### config.mk
export PLATFORM = sky130hd
export DESIGN_NAME = acip_parser
export DESIGN_NICKNAME = d
export VERILOG_FILES = /design/src/rtl/acip_pkg.sv /design/src/rtl/acip_parser.sv
export SDC_FILE = /design/constraint.sdc
export NUM_CORES = 1
export LEC_CHECK = 0
export ABC_AREA = 1
export BUFFER_PORTS_ARGS = -buffer_cell sky130_fd_sc_hd__buf_4
export CORE_AREA = 2 2 146 148
export CTS_CLUSTER_DIAMETER = 60
export CTS_CLUSTER_SIZE = 24
export DETAILED_ROUTE_END_ITERATION = 8
export DIE_AREA = 0 0 148 150
export PLACE_DENSITY = 0.84
export SETUP_SLACK_MARGIN = 0.15
export SLEW_MARGIN = 40
export SYNTH_ARGS = -nofsm -noshare
export SYNTH_HDL_FRONTEND = slang
export SYNTH_SLANG_ARGS = --single-unit
### constraint.sdc
create_clock -name clock -period 8.16 [get_ports clock]
set_input_delay 0.816 -clock clock [delete_from_list [all_inputs] [get_ports clock]]
set_output_delay 0.816 -clock clock [all_outputs]
set_load 0.02 [all_outputs]
### src/rtl/acip_pkg.sv
// Shared types, codes and constant tables of the container index parser.
// No dependencies; compiled first.
package acip_pkg;

   localparam logic [2:0] PH_IDLE  = 3'd0;
   localparam logic [2:0] PH_MAGIC = 3'd1;
   localparam logic [2:0] PH_COUNT = 3'd2;
   localparam logic [2:0] PH_LEN   = 3'd3;
   localparam logic [2:0] PH_DATA  = 3'd4;
   localparam logic [2:0] PH_TRAIL = 3'd5;

   localparam logic [2:0] KIND_ENTRY       = 3'd0;
   localparam logic [2:0] KIND_EMPTY       = 3'd1;
   localparam logic [2:0] KIND_BAD_MAGIC   = 3'd2;
   localparam logic [2:0] KIND_BAD_TRAILER = 3'd3;
   localparam logic [2:0] KIND_TOO_MANY    = 3'd4;
   localparam logic [2:0] KIND_HIT         = 3'd5;
   localparam logic [2:0] KIND_MISS        = 3'd6;

   localparam logic [3:0] MAGIC_LEN = 4'd13;
   localparam logic [3:0] TRAIL_LEN = 4'd2;
   localparam logic [3:0] WORD_LAST = 4'd3;

   typedef struct packed {
      logic        func;
      logic        start_req;
      logic [7:0]  data_byte;
      logic [31:0] query_index;
   } req_type;

   typedef struct packed {
      logic [2:0]  kind;
      logic [7:0]  entry_number;
      logic [31:0] data_offset;
      logic [31:0] data_length;
      logic        present;
      logic        last;
   } rsp_type;

   typedef struct packed {
      logic        res_valid;
      rsp_type     res;
      logic        tbl_wr;
      logic [31:0] wr_off;
      logic [31:0] wr_len;
   } parse_out_type;

   function automatic logic [7:0] magic_byte(input logic [3:0] pos);
      logic [7:0] b;
      case (pos)
         4'd0:    b = 8'h01;
         4'd1:    b = 8'h63;
         4'd2:    b = 8'h61;
         4'd3:    b = 8'h72;
         4'd4:    b = 8'h72;
         4'd5:    b = 8'h61;
         4'd6:    b = 8'h79;
         4'd7:    b = 8'h01;
         4'd8:    b = 8'h66;
         4'd9:    b = 8'h69;
         4'd10:   b = 8'h6c;
         4'd11:   b = 8'h65;
         4'd12:   b = 8'h01;
         default: b = 8'h00;
      endcase
      return b;
   endfunction

   function automatic logic [7:0] trail_byte(input logic [3:0] pos);
      return (pos == 4'd0) ? 8'h55 : 8'hAA;
   endfunction

endpackage

### src/rtl/acip_parser.sv
// Byte-level parse state machine: magic, count, length, data skip, trailer.
// Depends on acip_pkg; drives table writes and parse results to the top level.
module acip_parser import acip_pkg::*; #(
   parameter int MAX_ENTRIES = 256
) (
   input  logic                  clock,
   input  logic                  reset,
   input  logic                  byte_en,
   input  logic                  start,
   input  logic [7:0]            byte_in,
   output parse_out_type         pout,
   output logic [(MAX_ENTRIES > 1 ? $clog2(MAX_ENTRIES) : 1)-1:0] wr_idx,
   output logic [$clog2(MAX_ENTRIES + 1)-1:0] parsed_count
);

   localparam int IDXW = (MAX_ENTRIES > 1) ? $clog2(MAX_ENTRIES) : 1;
   localparam int CNTW = $clog2(MAX_ENTRIES + 1);
   localparam logic [31:0] MAX_W = 32'(MAX_ENTRIES);

   logic [2:0]      phase_ff, phase_in;
   logic [3:0]      pos_ff, pos_in;
   logic [31:0]     off_ff, off_in;
   logic [31:0]     acc_ff, acc_in;
   logic [CNTW-1:0] total_ff, total_in;
   logic [IDXW-1:0] cur_ff, cur_in;
   logic [31:0]     skip_ff, skip_in;
   logic [CNTW-1:0] parsed_ff, parsed_in;
   logic [31:0]     cur_off_ff, cur_off_in;
   logic [31:0]     cur_len_ff, cur_len_in;

   always_comb begin
      logic [2:0]      ph;
      logic [3:0]      pos;
      logic [31:0]     off;
      logic [31:0]     acc;
      logic [31:0]     full;
      logic [CNTW-1:0] next_cnt;
      phase_in   = phase_ff;
      pos_in     = pos_ff;
      off_in     = off_ff;
      acc_in     = acc_ff;
      total_in   = total_ff;
      cur_in     = cur_ff;
      skip_in    = skip_ff;
      parsed_in  = parsed_ff;
      cur_off_in = cur_off_ff;
      cur_len_in = cur_len_ff;
      pout       = '0;
      ph         = start ? PH_MAGIC : phase_ff;
      pos        = start ? 4'd0 : pos_ff;
      off        = start ? 32'd0 : off_ff;
      acc        = start ? 32'd0 : acc_ff;
      full       = acc | ({24'd0, byte_in} << {pos[1:0], 3'b000});
      next_cnt   = CNTW'(cur_ff) + 1'b1;
      if (byte_en) begin
         if (start) begin
            phase_in  = PH_MAGIC;
            pos_in    = 4'd0;
            off_in    = 32'd0;
            acc_in    = 32'd0;
            total_in  = '0;
            cur_in    = '0;
            skip_in   = 32'd0;
            parsed_in = '0;
         end
         if (ph != PH_IDLE) begin
            off_in = off + 32'd1;
         end
         unique case (ph)
            PH_MAGIC: begin
               if (pos >= MAGIC_LEN || byte_in != magic_byte(pos)) begin
                  phase_in       = PH_IDLE;
                  parsed_in      = '0;
                  pout.res_valid = 1'b1;
                  pout.res.kind  = KIND_BAD_MAGIC;
                  pout.res.last  = 1'b1;
               end else if (pos + 4'd1 == MAGIC_LEN) begin
                  phase_in = PH_COUNT;
                  pos_in   = 4'd0;
                  acc_in   = 32'd0;
               end else begin
                  pos_in = pos + 4'd1;
               end
            end
            PH_COUNT, PH_LEN: begin
               pos_in = pos + 4'd1;
               acc_in = full;
               if (pos == WORD_LAST) begin
                  pos_in = 4'd0;
                  acc_in = 32'd0;
                  if (ph == PH_COUNT) begin
                     if (full > MAX_W || full == 32'd0) begin
                        phase_in       = PH_IDLE;
                        parsed_in      = '0;
                        pout.res_valid = 1'b1;
                        pout.res.kind  = (full == 32'd0) ? KIND_EMPTY : KIND_TOO_MANY;
                        pout.res.last  = 1'b1;
                     end else begin
                        total_in = full[CNTW-1:0];
                        cur_in   = '0;
                        phase_in = PH_LEN;
                     end
                  end else begin
                     pout.tbl_wr = 1'b1;
                     pout.wr_off = off + 32'd1;
                     pout.wr_len = full;
                     cur_off_in  = off + 32'd1;
                     cur_len_in  = full;
                     skip_in     = full;
                     phase_in    = (full == 32'd0) ? PH_TRAIL : PH_DATA;
                  end
               end
            end
            PH_DATA: begin
               skip_in = skip_ff - 32'd1;
               if (skip_ff == 32'd1) begin
                  phase_in = PH_TRAIL;
                  pos_in   = 4'd0;
               end
            end
            PH_TRAIL: begin
               pout.res.entry_number = 8'(cur_ff);
               pout.res.data_offset  = cur_off_ff;
               pout.res.data_length  = cur_len_ff;
               pout.res.present      = (cur_len_ff != 32'd0);
               if (pos >= TRAIL_LEN || byte_in != trail_byte(pos)) begin
                  phase_in       = PH_IDLE;
                  parsed_in      = '0;
                  pout.res_valid = 1'b1;
                  pout.res.kind  = KIND_BAD_TRAILER;
                  pout.res.last  = 1'b1;
               end else if (pos == 4'd0) begin
                  pos_in = 4'd1;
               end else begin
                  pos_in         = 4'd0;
                  parsed_in      = next_cnt;
                  pout.res_valid = 1'b1;
                  pout.res.kind  = KIND_ENTRY;
                  pout.res.last  = (next_cnt >= total_ff);
                  if (next_cnt >= total_ff) begin
                     phase_in = PH_IDLE;
                  end else begin
                     cur_in   = next_cnt[IDXW-1:0];
                     phase_in = PH_LEN;
                     acc_in   = 32'd0;
                  end
               end
            end
            default: begin
               phase_in = PH_IDLE;
            end
         endcase
      end
   end

   always_ff @(posedge clock) begin
      if (reset) begin
         phase_ff  <= PH_IDLE;
         pos_ff    <= 4'd0;
         total_ff  <= '0;
         cur_ff    <= '0;
         parsed_ff <= '0;
      end else begin
         phase_ff  <= phase_in;
         pos_ff    <= pos_in;
         total_ff  <= total_in;
         cur_ff    <= cur_in;
         parsed_ff <= parsed_in;
      end
   end

   always_ff @(posedge clock) begin
      off_ff     <= off_in;
      acc_ff     <= acc_in;
      skip_ff    <= skip_in;
      cur_off_ff <= cur_off_in;
      cur_len_ff <= cur_len_in;
   end

   assign wr_idx       = cur_ff;
   assign parsed_count = parsed_ff;

endmodule

Word-level counts from Yosys, hierarchy flattened:

Memory sizes are Yosys's and may differ from the RTL's.
Index checks and enable logic that the tools add are counted.

* output and inout port bits: 160
* bits of input ports: 12
* bits in read-only memories: 112
* register bits: 193
* memories kept: 1
* word-level logic and storage cells: 118

Memory list
* (name not given): words 16, bits a word 7, rd ports 1, clocked after Yosys merged registers in 0, wr ports 0, RTL line acip_pkg.sv:50 `case (pos)`

* $lt $le $gt $ge: 4
* shift-type cells: 1
* bitwise logic cells: 2
* add/subtract/negate cells: 4
* mux-type cells: 77
* eq/ne operators: 10
* reduce and logical (&&, ||, !) cells: 9

Operators by type and width (number)
* two-way mux 32 bit: 12
* two-way mux 143 bit: 1
* two-way mux 65 bit: 2
* two-way mux 9 bit: 12
* case mux 32 bit (3 select lines): 1
* two-way mux 8 bit: 10
* two-way mux 73 bit: 1
* two-way mux 66 bit: 1
* case mux 32 bit (2 select lines): 1
* two-way mux 4 bit: 12
* adder 32 x 1 -> 32 bit, second input constant: 1
* == test 32 x 1 -> 1 bit, second input constant: 1
* > comparator 32 x 9 -> 1 bit, second input constant: 1
* logical NOT 32 bit: 1
* bitwise OR 32 bit: 1
* nonzero test 32 bit: 1
* << shifter 8 x 5 -> 32 bit: 1
* subtractor 32 x 1 -> 32 bit, second input constant: 1
* two-way mux 3 bit: 9
* case mux 9 bit (3 select lines): 1
* != test 8 bit: 2
* case mux 4 bit (4 select lines): 1
* case mux 8 bit (2 select lines): 1
* case mux 3 bit (4 select lines): 1
* 20 further kinds: 31

Depth between registers and ports, before layout:

Gate-level depths: netlist (run 1).

* depth after elaboration: 10
* gate-level depth with buffers: 20
* depth with buffers taken out: 18

Worst setup path before layout (run 1):

No wires, ideal clock.

* path kind: input -> register
* from: input start
* to: register cur_len_ff[0] (enable)
* stages on the path: 11
* arrival time: 4.813 ns
* required time: 7.673 ns
* path buffers: 2
* setup slack: 2.861 ns
* library setup time: 0.487 ns
* cell sequence: buf_6 > nor2_1 > inv_2 > nor2_4 > inv_2 > nor2_1 > inv_2 > nor2_2 > inv_2 > buf_1 > nor2_1

* longest elaborated chain between the ends: 4
* elaborated cells between the ends (all ways): 8
* classes of those cells: 3 x eq/ne; 2 x mux; 1 x bitwise; 2 x reduce/logical

Ends and longest elaborated chain
* start, declared: RTL line acip_parser.sv:9 `input logic start,`
* two-way mux 3 bit: RTL line acip_parser.sv:49 `ph = start ? PH_MAGIC : phase_ff;`
* == test 3 x 2 -> 1 bit (on tied branches): RTL line acip_parser.sv:69, acip_parser.sv:91
* OR reduction 2 bit or inverter 1 bit (tied branches)
* AND reduction 4 bit (no source line) (*)
* end signal, assigned: RTL line acip_parser.sv:177 `cur_len_ff <= cur_len_in;`
* end, declared: RTL line acip_parser.sv:29 `logic [31:0] cur_len_ff, cur_len_in;`

Every way passes the cells marked *; elsewhere a longest branch is shown, timed or not.
A chain may end at the register's enable or synchronous reset.

==> summary.txt, run 1 <==
Critical path
  – CP top delay family: simple AND/OR/NAND/NOR gates
  – CP startpoint kind: input pin
  – Crit-path cells: buf_4 -> nor2_1 -> inv_2 -> nor2_4 -> inv_2 -> nor2_1 -> inv_2 -> nor2_2 -> inv_2 -> nor2_2 -> inv_4 -> nor3_1 -> buf_4
  – Crit Path Max Fanout: 57
  – Critical Path Max Stage Delay: 0.42 ns
  – Worst EP required: 7.34 ns
  – WP buf/inv: 7
  – Arrival time worst endpoint: 4.15 ns
  – Critical setup path kind: input pin to output port
  – CP most frequent cell: inv_2
  – CP max stage cell: nor2_2
  – Crit end category: output port

Logic synthesis
  – Post-synth design cell area: 0.01296 mm2
  – Synth Register Bits: between 150 and 200
  – Seq/Total Area, Yosys: 42.17%
  – Mapped Nets: 1836
  – Ys async rst share: 0%
  – Most common cell in the synthesized netlist: nand2_1
  – Synth area leaders: edfxtp_1 37%, nand2_1 9.7%, inv_1 9.0%, nor2_1 8.8%, dfxtp_1 5.1%
  – Number of synthesized flops with an enable pin: between 150 and 200
  – Post-Syn Instances: approximately 1800
  – Yosys cell types: a little under 60
  – Yosys top cell area share: 37.07%
  – Cell taking the most area after synthesis: edfxtp_1
  – Most frequent cells after synthesis: 335 x nand2_1, 312 x inv_1, 305 x nor2_1, 160 x edfxtp_1, 119 x a21oi_1
  – Prevailing post-synth register cell: edfxtp_1
  – Syn Area/Cell: slightly above 7 um2
  – Yosys Warn Count: 0

Floorplanning
  – Initial core utilization: 62.65%
  – Die Wd: 148 um
  – Die H: 150 um
  – Core area: ~0.021 mm2
  – Ports: 172
  – Die Area: around 0.022 mm2
  – Row Count: 53

STA
  – Period utilization: about three fifths
  – Final min period: between 4 and 5 ns
  – Fmax: 0.2012 GHz
  – Clk_skew: 0.01209 ns
  – Rel. slew slack: roughly 44%
  – Actual slew at the worst max-slew pin: 0.8325 ns
  – Final Setup Violations: 0
  – Max-slew violations: 0
  – Final hold vios: 0
  – RSZ-0062 raised after global routing: no
  – Hold slack: 0.4788 ns
  – Setup TNS: 0 ns

Place
  – GP Congestion: 1.023
  – IO buf count: 171
  – Placed cells: 2192
  – Detailed Place HPWL: 28340 um

Final layout
  – Synth-to-Final Area Change: 15.13%
  – Layout cells sized above 1: between 10 and 15%
  – Finished Layout Cells: 2224
  – Final nets: 1961
  – Fillers: 1679
  – Ant diodes: 0
  – Multi-input logic area: 0.005927 mm2
  – Register area: 0.005465 mm2

Global routing
  – Remaining Overflow, GRT: 0
  – Vias in the first global route: 11940
  – Pin count of the biggest net entering global routing: 70
  – Global-route wire length before repair: 61090 um
  – Gr usage total: 35.19%
  – Initial antenna violation count: 0

Clock tree
  – Clk root buf: clkbuf_16
  – Cts bufs inserted: 17
  – TritonCTS Sinks: 193
  – Setup Buffers After CTS: 0
  – H-tree depth: 4
  – CTS tree: built
  – Bufs on Longest Clock Path: 2
  – # hold bufs at CTS: 0
  – CTS clock-pin slew for the worst setup and hold paths: 0.08 ns
  – Worst skew pair latency: 0.45 ns
  – Post-CTS Resized: 0

Route
  – Residual DRC: 0
  – DR pass1 iterations: 6
  – Drt initial violations: about 1500
  – Total number of vias: 12880
  – WL per Instance: 17.67 um
  – DRT Wirelength: 39300 um
  – Antenna-violating nets left: 0
  – Vias per inst: 5.793

Power
  – Tot Pwr: between 2 and 2.5 mW
  – Clock share of power: 36.5%
  – Sw power: 0.6713 mW
  – Lkg Pwr: between 6 and 7 nW
  – P per Cell Area: 152.1 mW/mm2
  – Combinational power share: 13.4%
  – Maximum vdd drop: 0.1568 mV
  – Sw frac: 29.58%
  – Internal: roughly 1.6 mW
  – Seq pwr share: 50.1%

Job
  – Max-Cap Viols: 0

Status
  – Outcome: finished, final reports clean

Hold path
  – Class of the worst hold path: flop to flop
## cells by family after synthesis
kind of cell               count (synthesis)  share of synthesized area (%)
xor gates and xnor gates                  27                          1.940
AOI/OAI and AO/OA                        331                          14.10
and+or+nand+nor                          846                          28.26
DFF                                      193                          42.17
buffers and inverters                    401                          12.28
adders and majority gates                 13                          1.255
## placed cells by master (no fill, tap or decap), drive strengths merged, types with 33 or more instances in the layout
cell    count
buf       181
nor3       35
nand4      44
dfxtp      33
nand2     350
nand3      68
nor2      324
inv       332
o21ai     140
edfxtp    160
a21oi     119
## sequential cells by signal (all words and copies together), names as in the netlist
| name | flops |
|---|---|
| acc_ff | 32 |
| cur_len_ff | 32 |
| cur_off_ff | 32 |
| off_ff | 32 |
| parsed_count | 9 |
| phase_ff | 3 |
| pos_ff | 4 |
| skip_ff | 32 |
| total_ff | 9 |
| wr_idx | 8 |
## routing by layer
layer / vias up / routed length [um] / GRT usage [%] / share of wire [%]
met4: 0 / 1987 / 19.90 / 5.1
met1: 5837 / 15150 / 44.39 / 39
li1: 6161 / - / - / -
met2: 739 / 18620 / 58.19 / 47
met5: - / 0 / 0 / 0
met3: 147 / 3539 / 5.244 / 9.0
## path summary, 6_finish.rpt
| kind | start | to | slack [ns] | cells past startpoint |
|---|---|---|---|---|
| setup / recovery | start | pout[39] | 3.19 | 13 |
| hold / removal | total_ff[1] | total_ff[1] | 0.48 | 2 |
| setup reg to reg | wr_idx[0] | acc_ff[0] | 3.65 | 16 |
| hold reg to reg | total_ff[1] | total_ff[1] | 0.48 | 2 |
## final cells by class
cell class	instances	area share (%)
inverters	326	8.251
repair buffers	181	9.240
clock buffers	17	2.851
clock inverters	15	1.006
multi-input cells	1217	39.72
well taps	275	2.306
flip-flops and latches	193	36.63
## stage by stage
step | utilization [%] | instance area, um2 | setup WS, ns
2_1_floorplan | - | 12960 | 2.861
3_3_place_gp | 69.17 | 14310 | 3.404
5_1_grt | 72.12 | 14920 | 3.024
3_5_place_dp | 69.34 | 14350 | 3.311
4_1_cts | 72.12 | 14920 | 3.295
6_report | 72.12 | 14920 | 3.190
## tightest hold or removal path: cells and delay by family (launching register included)
| family | cells | cell delay [ns] |
|---|---|---|
| AO/OA/AOI/OAI | 1 | 0.05 |
| flip-flops | 1 | 0.32 |
| AND/OR/NAND/NOR | 1 | 0.06 |
## power by group through the flow
stage | sequential (mW) | clock [mW] | combinational [mW]
3_3_place_gp | 1.16 | 0 | 0.290
4_1_cts | 1.14 | 0.826 | 0.297
2_1_floorplan | 1.15 | 0 | 0.200
6_report | 1.14 | 0.828 | 0.304
5_1_grt | 1.14 | 0.865 | 0.333
3_5_place_dp | 1.16 | 0 | 0.294
No activity file was read; power rests on OpenSTA's default activity.
==> run 2, diff against run 1 <==
- CORE_AREA: 2 2 146 148 -> 2 2 152 154
- DIE_AREA: 0 0 148 150 -> 0 0 154 156
- PLACE_DENSITY: 0.84 -> 0.78
- clock period: 8.16 -> 4.7 ns (I/O delays scaled with it)
==> run 2 against run 1 <==
Largest power group unchanged. Sequential power is 73% higher. Global-route usage is 1.6 points lower. Utilization is 5.2 points lower. Clock skew is 0.0069 ns higher. Clock-buffer cell count stayed put. Total power is 73% higher. Setup slack worse by 2.4 ns. Highest routed layer unchanged. Cell area is 0.34% higher.
==> summary.txt, run 2 (synthesis results as in run 1) <==
Final layout
  – Most frequent cells in the layout: 334 x nand2_1, 312 x inv_1, 302 x nor2_1
  – Commonest non-fill, non-tap cell in the layout: nand2_1
  – Fin area: 0.01497 mm2 (+0.34%)
  – Finished Layout Cells: 2241 (+0.76%)
  – Final nets: 1969 (+0.41%)
  – Ant diodes: 0 (unchanged)
  – Layout cells sized above 1: 14.62% (+0.20 points)
  – Synth-to-Final Area Change: 15.51%

Global routing
  – Pin count of the biggest net entering global routing: 66 (-5.7%)
  – Remaining Overflow, GRT: 0 (unchanged)
  – Global-route wire length before repair: 63520 um (+4.0%)
  – Gr usage total: 33.59% (-1.6 points)
  – Vias in the first global route: 12130 (+1.7%)
  – Initial antenna violation count: 1 (+1)

Route
  – DRT Wirelength: 40240 um (+2.4%)
  – Residual DRC: 0 (unchanged)
  – Drt initial violations: 1557 (+4.4%)
  – Antenna-violating nets left: 0 (unchanged)
  – WL per Instance: 17.96 um (+1.6%)
  – DR pass1 iterations: 6 (unchanged)
  – Total number of vias: 12860 (-0.21%)
  – Vias per inst: 5.737 (-0.97%)

STA
  – Final min period: slightly below 4 ns
  – Period utilization: 83.92%
  – Final WS setup: 0.7556 ns (-2.434 ns)
  – Rel. slew slack: 42.30% (-2.1 points)
  – Actual slew at the worst max-slew pin: 0.8646 ns (+0.03208 ns)
  – Fmax: roughly 0.25 GHz
  – Max-slew violations: 0 (unchanged)
  – Setup TNS: 0 ns (unchanged)
  – Clk_skew: 0.01899 ns (+0.006898 ns)
  – Hold slack: 0.3502 ns (-0.1286 ns)
  – RSZ-0062 raised after global routing: no
  – Final Setup Violations: 0 (unchanged)
  – Final hold vios: 0 (unchanged)

Place
  – Detailed Place HPWL: 29130 um (+2.8%)
  – Placed Instance Area: 0.01442 mm2 (+0.49%)
  – Pre-CTS WS: 0.8242 ns (-2.487 ns)
  – IO buf count: 171 (unchanged)
  – GP Congestion: 1.030 (+0.66%)
  – Placed cells: 2210 (+0.82%)

Floorplanning
  – Core area: 0.02237 mm2 (+8.1%)
  – Die H: 156 um (+4.0%)
  – Die Area: 0.02402 mm2 (+8.2%)
  – Ports: 172 (unchanged)
  – Row Count: 55 (+3.8%)
  – Initial core utilization: 57.95% (-4.7 points)
  – Die Wd: 154 um (+4.1%)

Hold path
  – Hold Startpoint: reset
  – Class of the worst hold path: input pin to flop
  – Hold path cells: 2 (unchanged)

Power
  – Clock share of power: 35.9% (-0.6 points)
  – Combinational power share: 13.7% (+0.3 points)
  – Seq pwr share: 50.3% (+0.2 points)
  – Maximum vdd drop: 0.2297 mV (+46%)
  – Sw frac: 29.39% (-0.20 points)
  – Lkg Pwr: 6.813 nW (+0.40%)
  – Internal: 2.767 mW (+73%)
  – Sw power: 1.152 mW (+72%)
  – P per Cell Area: 261.8 mW/mm2 (+72%)

Clock tree
  – Worst skew pair latency: 0.45 ns (about the same)
  – # hold bufs at CTS: 0 (unchanged)
  – CTS clock-pin slew for the worst setup and hold paths: 0.08 ns (about the same)
  – TritonCTS Sinks: 193 (unchanged)
  – Setup Buffers After CTS: 0 (unchanged)
  – Bufs on Longest Clock Path: 2 (unchanged)
  – Clk root buf: clkbuf_16
  – CTS tree: built
  – Cts bufs inserted: 17 (unchanged)
  – H-tree depth: 4 (unchanged)
  – Post-CTS Resized: 0 (unchanged)

Critical path
  – Critical path startpoint: wr_idx[0]
  – Crit end category: flop
  – R2R Path Start: wr_idx[0]
  – Reg2Reg Depth: 17 (+1)
  – Worst EP required: 4.88 ns (-2.46 ns)
  – Arrival time worst endpoint: 4.13 ns (-0.02 ns)
  – Critical setup path kind: flop to flop
  – CP max stage cell: dfxtp_1
  – CP top delay family: simple AND/OR/NAND/NOR gates
  – Crit-path cells: inv_1 -> nor3_1 -> nand3_1 -> nor3_1 -> xor2_1 -> ha_1 -> nand2_1 -> nor2_1 -> nand3b_1 -> nand3_1 -> nor2_1 -> buf_4 -> nand3_1 -> nand2_1 -> nand3_4 -> nor2_4 -> o22ai_1
  – CP most frequent cell: nand3_1
  – Critical Path Max Stage Delay: 0.45 ns (+0.03 ns)
  – CP startpoint kind: flop
  – Critical Path Stages: 17 (+4)
  – WP buf/inv: 2 (-5)
  – Crit Path Max Fanout: 25 (-56%)

Status
  – Outcome: finished, final reports clean

Job
  – Max-Cap Viols: 0 (unchanged)
[run 2: worst paths after layout]
check / end / slack (ns)
hold reg to reg: phase_ff[0] / 0.47
hold / removal: total_ff[2] / 0.35
setup / recovery: acc_ff[6] / 0.76
setup reg to reg: acc_ff[6] / 0.76
[run 2: metal layers]
layer	up-vias	part of all wire, %	global-route usage [%]
met5	-	0	0
met4	0	4.5	15.80
met3	126	9.4	6.417
met2	694	47	55.78
met1	5854	39	42.62
li1	6183	-	-
[run 2: layout make-up]
cell class / instances / area [um2]
clock buffer: 17 / 425.4
clock inverter: 14 / 126.4
fill: 1939 / 7393
inverter: 326 / 1231
multi-input combinational: 1217 / 5919
sequential: 193 / 5465
tap: 285 / 356.6
timing repair buffer: 189 / 1448
[run 2: through the flow]
| stage | total power, mW | utilization (%) |
|---|---|---|
| 2_1_floorplan | 2.352 | - |
| 6_report | 3.919 | 66.94 |
| 3_3_place_gp | 2.527 | 64.45 |
| 4_1_cts | 3.909 | 66.93 |
| 5_1_grt | 4.046 | 66.94 |
| 3_5_place_dp | 2.534 | 64.46 |
[run 2: power by group through the flow]
stage	logic (mW)	registers [mW]	clock network [mW]
5_1_grt	0.593	1.98	1.47
2_1_floorplan	0.347	2.01	0
3_5_place_dp	0.525	2.01	0
6_report	0.538	1.97	1.41
3_3_place_gp	0.519	2.01	0
4_1_cts	0.528	1.97	1.41
